**src/rtl/core/plbu_pkg.sv**
```systemverilog
// Package: shared types, constants and controller encodings for the price-level book.
`default_nettype none
package plbu_pkg;
	localparam int LEVELS_DEF  = 4096;
	localparam int SYMBOLS_DEF = 4;
	localparam int SYM_W   = 2;
	localparam int PRICE_W = 24;
	localparam int VOL_W   = 32;
	localparam int LVL_W   = 12;
	localparam int LB_W    = 16;
	localparam int TICK_W  = 11;
	localparam int CFG_IDX_W  = 1;
	localparam int CFG_DATA_W = 16;
	localparam logic [CFG_IDX_W-1:0] REG_LOWER_BOUND = 1'd0;
	localparam logic [CFG_IDX_W-1:0] REG_TICK_SIZE   = 1'd1;
	localparam logic [LB_W-1:0]   LOWER_BOUND_RST = 16'd0;
	localparam logic [TICK_W-1:0] TICK_SIZE_RST   = 11'd100;

	typedef enum logic [3:0] {
		ST_CLEAR, ST_IDLE, ST_SCALE, ST_CHECK, ST_READ, ST_UPDATE,
		ST_ASK_SCAN, ST_BID_SCAN, ST_RD_TOP, ST_RESULT, ST_OUT
	} state_t;

	// Controller to datapath
	typedef struct packed {
		logic clear_step;
		logic load_in;
		logic scale;
		logic check;
		logic rd_levels;
		logic update;
		logic ask_scan_start;
		logic ask_scan_step;
		logic bid_scan_start;
		logic bid_scan_step;
		logic rd_top;
		logic make_result;
	} cmd_t;

	// Datapath to controller
	typedef struct packed {
		logic clear_done;
		logic sym_ok;
		logic in_range;
		logic ask_scan_need;
		logic bid_scan_need;
		logic ask_scan_done;
		logic bid_scan_done;
	} status_t;
endpackage
`default_nettype wire

```
**src/rtl/core/plbu_ctrl.sv**
```systemverilog
// Controller: sequences clear, level check, read-modify-write, scans and result.
`default_nettype none
module plbu_ctrl (
	input  wire logic              clk,
	input  wire logic              arst_n,
	input  wire logic              in_valid,
	output logic                   in_ready,
	output logic                   out_valid,
	input  wire logic              out_ready,
	output plbu_pkg::cmd_t         cmd,
	input  wire plbu_pkg::status_t sts
);
	plbu_pkg::state_t state_q, state_d;

	// State register
	always_ff @(posedge clk or negedge arst_n) begin
		if (!arst_n) begin
			state_q <= plbu_pkg::ST_CLEAR;
		end else begin
			state_q <= state_d;
		end
	end

	// Next state and commands
	always_comb begin
		state_d   = state_q;
		cmd       = '0;
		in_ready  = 1'b0;
		out_valid = 1'b0;
		case (state_q)
			plbu_pkg::ST_CLEAR: begin
				cmd.clear_step = 1'b1;
				if (sts.clear_done) state_d = plbu_pkg::ST_IDLE;
			end
			plbu_pkg::ST_IDLE: begin
				in_ready = 1'b1;
				if (in_valid) begin
					cmd.load_in = 1'b1;
					state_d = plbu_pkg::ST_SCALE;
				end
			end
			plbu_pkg::ST_SCALE: begin
				cmd.scale = 1'b1;
				state_d = plbu_pkg::ST_CHECK;
			end
			plbu_pkg::ST_CHECK: begin
				cmd.check = 1'b1;
				if (!sts.sym_ok) state_d = plbu_pkg::ST_RESULT;
				else if (!sts.in_range) state_d = plbu_pkg::ST_RD_TOP;
				else state_d = plbu_pkg::ST_READ;
			end
			plbu_pkg::ST_READ: begin
				cmd.rd_levels = 1'b1;
				state_d = plbu_pkg::ST_UPDATE;
			end
			plbu_pkg::ST_UPDATE: begin
				cmd.update = 1'b1;
				if (sts.ask_scan_need) begin
					cmd.ask_scan_start = 1'b1;
					state_d = plbu_pkg::ST_ASK_SCAN;
				end else if (sts.bid_scan_need) begin
					cmd.bid_scan_start = 1'b1;
					state_d = plbu_pkg::ST_BID_SCAN;
				end else begin
					state_d = plbu_pkg::ST_RD_TOP;
				end
			end
			plbu_pkg::ST_ASK_SCAN: begin
				cmd.ask_scan_step = 1'b1;
				if (sts.ask_scan_done) begin
					if (sts.bid_scan_need) begin
						cmd.bid_scan_start = 1'b1;
						state_d = plbu_pkg::ST_BID_SCAN;
					end else begin
						state_d = plbu_pkg::ST_RD_TOP;
					end
				end
			end
			plbu_pkg::ST_BID_SCAN: begin
				cmd.bid_scan_step = 1'b1;
				if (sts.bid_scan_done) state_d = plbu_pkg::ST_RD_TOP;
			end
			plbu_pkg::ST_RD_TOP: begin
				cmd.rd_top = 1'b1;
				state_d = plbu_pkg::ST_RESULT;
			end
			plbu_pkg::ST_RESULT: begin
				cmd.make_result = 1'b1;
				state_d = plbu_pkg::ST_OUT;
			end
			plbu_pkg::ST_OUT: begin
				out_valid = 1'b1;
				if (out_ready) state_d = plbu_pkg::ST_IDLE;
			end
			default: state_d = plbu_pkg::ST_CLEAR;
		endcase
	end

	// No update is taken before the clearing pass has finished
	ast_no_take_in_clear: assert property (@(posedge clk) disable iff (!arst_n)
		state_q == plbu_pkg::ST_CLEAR |-> !in_ready)
		else $error("update taken during clear");
	// Result held until taken
	ast_out_hold: assert property (@(posedge clk) disable iff (!arst_n)
		out_valid && !out_ready |=> out_valid)
		else $error("result dropped");
	// Never take input while a result is pending
	ast_excl: assert property (@(posedge clk) disable iff (!arst_n)
		!(in_ready && out_valid))
		else $error("input and output overlap");
endmodule
`default_nettype wire

```
**config.mk**
```make
export PLATFORM = sky130hd
export DESIGN_NAME = plbu_ctrl
export DESIGN_NICKNAME = d
export VERILOG_FILES = /design/src/rtl/core/plbu_pkg.sv /design/src/rtl/core/plbu_ctrl.sv
export SDC_FILE = /design/constraint.sdc
export NUM_CORES = 1
export LEC_CHECK = 0
export ABC_AREA = 1
export BUFFER_PORTS_ARGS = -buffer_cell sky130_fd_sc_hd__buf_2
export CORE_AREA = 3 3 51 53
export CTS_CLUSTER_SIZE = 40
export DETAILED_ROUTE_END_ITERATION = 16
export DIE_AREA = 0 0 54 56
export HOLD_SLACK_MARGIN = 0.06
export SYNTH_ARGS = -nofsm -noshare
export SYNTH_HDL_FRONTEND = slang
export SYNTH_SLANG_ARGS = --single-unit
```
**constraint.sdc**
```tcl
create_clock -name clk -period 3.4 [get_ports clk]
set_input_delay 0 -clock clk [delete_from_list [all_inputs] [get_ports clk]]
set_output_delay 0 -clock clk [all_outputs]
set_load 0.005 [all_outputs]
```
==> results of run 1 <==
[cell families (layout without fill, tap and decap cells)]
group / after synthesis / count (layout)
buffers and inverters: 20 / 49
and+or+nand+nor: 66 / 66
DFF: 4 / 4
AOI/OAI and AO/OA: 6 / 6
[power breakdown]
part	switching [W]	internal, W	leakage, nW
Sequential	0.0000375	0.0000717	0.0507
Combinational	0.000263	0.000149	0.426
Clock	0.0000193	0.0000394	0.0138
[layout by cell type, fill, tap and decap left out]
cell / n
nor2_1: 15
dlygate4sd3_1: 2
dfrtp_1: 4
nor2_4: 3
nand2_2: 5
inv_1: 17
buf_2: 24
inv_2: 3
nand2_4: 2
nand3b_1: 1
nor3_1: 1
o21bai_1: 3
nand3_1: 3
nand3_2: 3
a21oi_1: 1
nand2_1: 29
o21ai_0: 1
o21ai_1: 1
nor2_2: 4
clkbuf_4: 3
[routing by layer]
metal | routed length, um | vias up | track usage [%]
met1 | 688 | 285 | 14.35
met5 | 0 | - | 0
li1 | - | 343 | -
met4 | 49 | 0 | 5.338
met2 | 638 | 32 | 15.22
met3 | 178 | 9 | 4.290
[metrics by stage]
stage	power (W)	setup slack [ns]	instance area (um2)	util, %	cells
floorplan	0.0003977	2.279	548.0	-	96
global placement	0.0005117	2.090	703.2	32.10	148
detailed placement	0.0005189	2.083	703.2	32.10	148
CTS	0.0005817	2.059	745.7	34.04	153
global route	0.0006409	1.966	745.7	34.04	153
finish	0.0005800	2.052	745.7	34.04	153
[area by class of cell]
type / instances / share of cell area (%)
clock buffer: 3 / 3.020
inverter: 20 / 10.07
multi-input combinational: 72 / 50.00
sequential: 4 / 13.42
tap: 28 / 4.698
timing repair buffer: 26 / 18.79
[what timing repair did]
item / 4_1_cts / 5_1_grt
endpoints found under the hold margin: 5 / 0
endpoints found under the setup margin: 0 / 0
hold buffers: 2 / 0
[worst min-delay path by stage]
stage	to	start	cells after the start	slack, ns
detailed placement	state_q[2]$_DFFE_PN0P_	arst_n	1	-0.19
global placement	state_q[2]$_DFFE_PN0P_	arst_n	1	-0.19
floorplan	state_q[0]$_DFFE_PN0P_	arst_n	0	-0.30
CTS	state_q[2]$_DFFE_PN0P_	arst_n	2	0.1
global route	state_q[3]$_DFFE_PN0P_	arst_n	2	0.11
finish	state_q[2]$_DFFE_PN0P_	arst_n	2	0.1
[critical path: stages (launching register included)]
cell and delay [ns]:
dfrtp_1 0.43, inv_1 0.17, nand2_2 0.11, nor2_2 0.14
nand2_1 0.08, o21ai_1 0.07, buf_2 0.12
==> impl_metrics.yaml, run 1 <==
status:
  outcome: "completed"
setup_path:
  startpoint: "state_q[1]$_DFFE_PN0P_"
  r2r_setup_slack_ns: 2.09
  worstSetupPathType: "flop to primary output"
  worst_r2r_startpoint: "state_q[0]$_DFFE_PN0P_"
  worstPathRequired_ns: 3.40
  cp_max_fo: 5
  crit_path_end_kind: "primary output"
  rr_endpoint: "state_q[0]$_DFFE_PN0P_"
  r2r_cells: 6
  cp-endpoint: "cmd[3]"
  start_kind: "flop"
  critical_path_arrival_ns: 1.35
power:
  leakage_nw: 0.4904
  p_per_area_mw_per_mm2: 777.8
  ir_worst_vdd_uv: 496.8
sta:
  setup_viol: 0
  worst_pin_slew_ns: 0.2832
  fin_worst_skew_ns: 0.003793
  max_slew_margin_pct: 81.05
  fmax_mhz: 742.0
  fin_tns_setup_ns: 0
  finalHoldViolCount: 0
  rsz0062_at_grt: "no"
  slew_viol_final: 0
  hold_slack_ns: 0.09696
  min_period_ns: 1.348
  finalCritPeriodShare_pct: 39.64
synthesis:
  synth_cell_types: 17
  ys_ff_latch: 4
  synth_common_cells: "nand2_1, inv_1, nor2_1, nand2_2"
  synth_top_area_share_pct: 19.86
  ys_async_sr_fraction_pct: 100.0
  synthXorXnorAreaFrac_pct: 0
  synth.top_cells.by_area: "nand2_1, dfrtp_1, inv_1, nor2_1, nor2_4"
  syn_area_um2: 548.0
  synth_area_per_cell_um2: 5.709
  ys.flop_type: "dfrtp_1"
  syn_inst: 96
  muxShareOfSynthArea_pct: 0
  synthSimpleGateAreaFrac_pct: 61.19
  synth_top_family_by_area: "simple AND/OR/NAND/NOR gates"
  synth_nets: 107
  synth_edf_count: 0
  synth.largest_area_cell: "nand2_1"
  synthAdderAreaFrac_pct: 0
  synth_compound_gate_area_share_pct: 6.849
  synth.most_common_cell: "nand2_1"
  synth_warnings: 0
  ys_seq_area_share_pct: 18.26
drt:
  firstDrtPassIters: 4
  drc: 0
  avgViaCountPerCell: 4.373
  vias: 669
  routed_wirelength_mm: 1.555
  final_antenna_net_count: 0
  routedWlPerCell_um: 10.16
  drtIter0Drc: 23
cts:
  htreeDepth: 1
  ctsResizeCount: 0
  clock_latency_ns: 0.24
  cts_inserted_buffers: 3
  cts_buffer_depth: 2
  cts_setup_buffers: 0
  clock_sinks: 4
  clk_pin_slew_ns: 0.04
  cts_tree: "yes"
  root_buffer: "clkbuf_4"
cells_and_area:
  largest_reg_flops: 4
  synthToLayoutAreaGrowth_pct: 36.07
  nFillCells: 245
  n_antenna_cell: 0
  multiInputGateArea_um2: 372.9
  drive_gt1_share_pct: 37.60
  regMostFlops: "state_q"
  regArea_um2: 100.1
  reg_top3: "state_q: 4 flops"
  fin_nets: 138
global_route:
  antenna_found_initial: 0
  grt_pass1_wl_mm: 2.449
  grt.total_usage_pct: 10.95
  grt_pass1_vias: 586
  grt_overflow: 0
  grt_max_degree: 7
die:
  fp-row-count: 17
  die_x_um: 54
  core-area_mm2: 0.002191
  start_util_pct: 25.01
  ios: 25
  die_area_mm2: 0.003024
  die_y_um: 56
placed_design:
  numPortBuffers: 24
  globalplace.congestion: 0.9660
  dp_hpwl_mm: 1.342
min_path:
  hp-class: "primary input to async pin"
flow_run:
  maxCapViolations: 0
Note: power is estimated with default switching activity, not from simulation.
==> inputs of run 2 (changes only) <==
Clock period 3.4 ns to 1.4 ns, I/O delays scaled along.
==> run 2 against run 1 <==
  * Non-clock buffer count did not move
  * Combinational power is 140% higher
  * Register-to-register slack got worse by 2.0 ns
  * Sequential power is 150% higher
  * Clock skew decreased by 0.00055 ns
  * Sequential cell count unchanged
  * Clock-buffer cell count did not move
  * Die area stayed put
  * Global-route usage down 0.68 points
  * Sequential share of layout area about the same
  * Highest routed layer unchanged
  * Via count grew 0.45%
==> impl_metrics.yaml, run 2 (same netlist as run 1, synthesis figures left out) <==
status:
  outcome: "completed"
min_path:
  hp-class: "primary input to async pin"
die:
  core-area_mm2: 0.002191
  ios: 25
  die_y_um: 56
  die_x_um: 54
  fp-row-count: 17
  start_util_pct: 25.01
  die_area_mm2: 0.003024
sta:
  min_period_ns: 1.291
  rsz0062_at_grt: "no"
  worst_pin_slew_ns: 0.2762
  finalHoldViolCount: 0
  fin_tns_setup_ns: 0
  slew_viol_final: 0
  max_slew_margin_pct: 81.59
  setup_viol: 0
  fin_worst_skew_ns: 0.003242
  finalCritPeriodShare_pct: 92.20
  fmax_mhz: 774.7
  worst_slack_ns: 0.1092
power:
  p_per_area_mw_per_mm2: 1881
  fin_total_pwr_w: 0.001407
  leakage_nw: 0.4897
  ir_worst_vdd_uv: 1145
global_route:
  grt.total_usage_pct: 10.26
  grt_overflow: 0
  grt_max_degree: 7
  grt_pass1_vias: 563
  antenna_found_initial: 0
  grt_pass1_wl_mm: 2.325
drt:
  drc: 0
  firstDrtPassIters: 4
  avgViaCountPerCell: 4.392
  final_antenna_net_count: 0
  routedWlPerCell_um: 9.693
  vias: 672
  drtIter0Drc: 9
  routed_wirelength_mm: 1.483
cells_and_area:
  finalInstanceArea_um2: 748.2
  drive_gt1_share_pct: 39.20
  n_antenna_cell: 0
  reg_top3: "state_q: 4 flops"
  regMostFlops: "state_q"
  largest_reg_flops: 4
  fin_nets: 138
  mostFrequentLayoutCell: "nand2_1"
  fin_util_pct: 34.15
  layout_common_cells: "nand2_1, buf_2, inv_1, nor2_1"
  synthToLayoutAreaGrowth_pct: 36.53
cts:
  clock_latency_ns: 0.23
  cts_setup_buffers: 0
  cts_buffer_depth: 2
  cts_tree: "yes"
  root_buffer: "clkbuf_4"
  cts_inserted_buffers: 3
  htreeDepth: 1
  clk_pin_slew_ns: 0.04
  clock_sinks: 4
setup_path:
  critical_path_arrival_ns: 1.29
  cp_max_fo: 6
  crit_path_end_kind: "primary output"
  worstSetupPathType: "flop to primary output"
  worstPathRequired_ns: 1.40
  start_kind: "flop"
placed_design:
  numPortBuffers: 24
  dp_hpwl_mm: 1.309
  placed_cell_area_um2: 703.2
  place_ws_ns: 0.08355
  globalplace.congestion: 0.9660
flow_run:
  maxCapViolations: 0
==> run 2: cell types whose count changed in the layout (fill, tap and decap cells not counted) <==
cell | previous run | this run
nor2_1 | 15 | 14
inv_1 | 17 | 16
inv_2 | 3 | 4
nor2_2 | 4 | 5
==> run 2: path summary, 6_finish.rpt <==
| check | from | endpoint | slack [ns] | cells after the start |
|---|---|---|---|---|
| max | state_q[0]$_DFFE_PN0P_ | cmd[5] | 0.11 | 5 |
| min | arst_n | state_q[2]$_DFFE_PN0P_ | 0.10 | 2 |
| max reg2reg | state_q[0]$_DFFE_PN0P_ | state_q[0]$_DFFE_PN0P_ | 0.12 | 7 |
| min reg2reg | state_q[2]$_DFFE_PN0P_ | state_q[3]$_DFFE_PN0P_ | 0.71 | 3 |
| max in group asynchronous | arst_n | state_q[1]$_DFFE_PN0P_ | 1.18 | 2 |
| min in group clk | sts[4] | state_q[3]$_DFFE_PN0P_ | 0.24 | 8 |
==> run 2: layout make-up <==
cell class                 instances  area, um2
fill                             236       1443
multi-input combinational         72      375.4
timing repair buffer              26      140.1
sequential                         4      100.1
inverter                          20      75.07
tap                               28      35.03
clock buffer                       3      22.52
==> run 2: metrics by stage <==
step                      std cells  hold slack [ns]
after floorplan                  96          -0.2956
after global placement          148          -0.1893
after detailed placement        148          -0.1864
after CTS                       153          0.09831
after global routing            153           0.1086
final                           153           0.1021
==> run 2: metal layers <==
metal,wire [um],track usage [%],vias to the layer above
li1,-,-,349
met3,187,4.558,2
met5,0,0,-
met4,16,2.135,0
met2,641,16.44,35
met1,638,12.42,286
==> run 2: worst max-delay path, cell delays in order, from the launching register on <==
cell     delay [ns]
dfrtp_1        0.49
inv_2          0.09
nor2_2         0.17
nand2_1        0.10
nor2_1         0.09
buf_2          0.12
==> run 2: timing repair <==
| item | 4_1_cts | 5_1_grt |
|---|---|---|
| hold endpoints to repair | 5 | 0 |
| resized for setup | 0 | 2 |
| endpoints found under the setup margin | 0 | 5 |
| hold buffers | 2 | 0 |
==> run 2: power by group <==
group / total [W] / internal [W] / leakage [nW] / switching [W]
registers: 0.000272 / 0.000174 / 0.0507 / 0.0000981
logic: 0.000995 / 0.000365 / 0.425 / 0.000630
clock network: 0.000140 / 0.0000957 / 0.0138 / 0.0000444
total: 0.00141 / 0.000634 / 0.490 / 0.000773
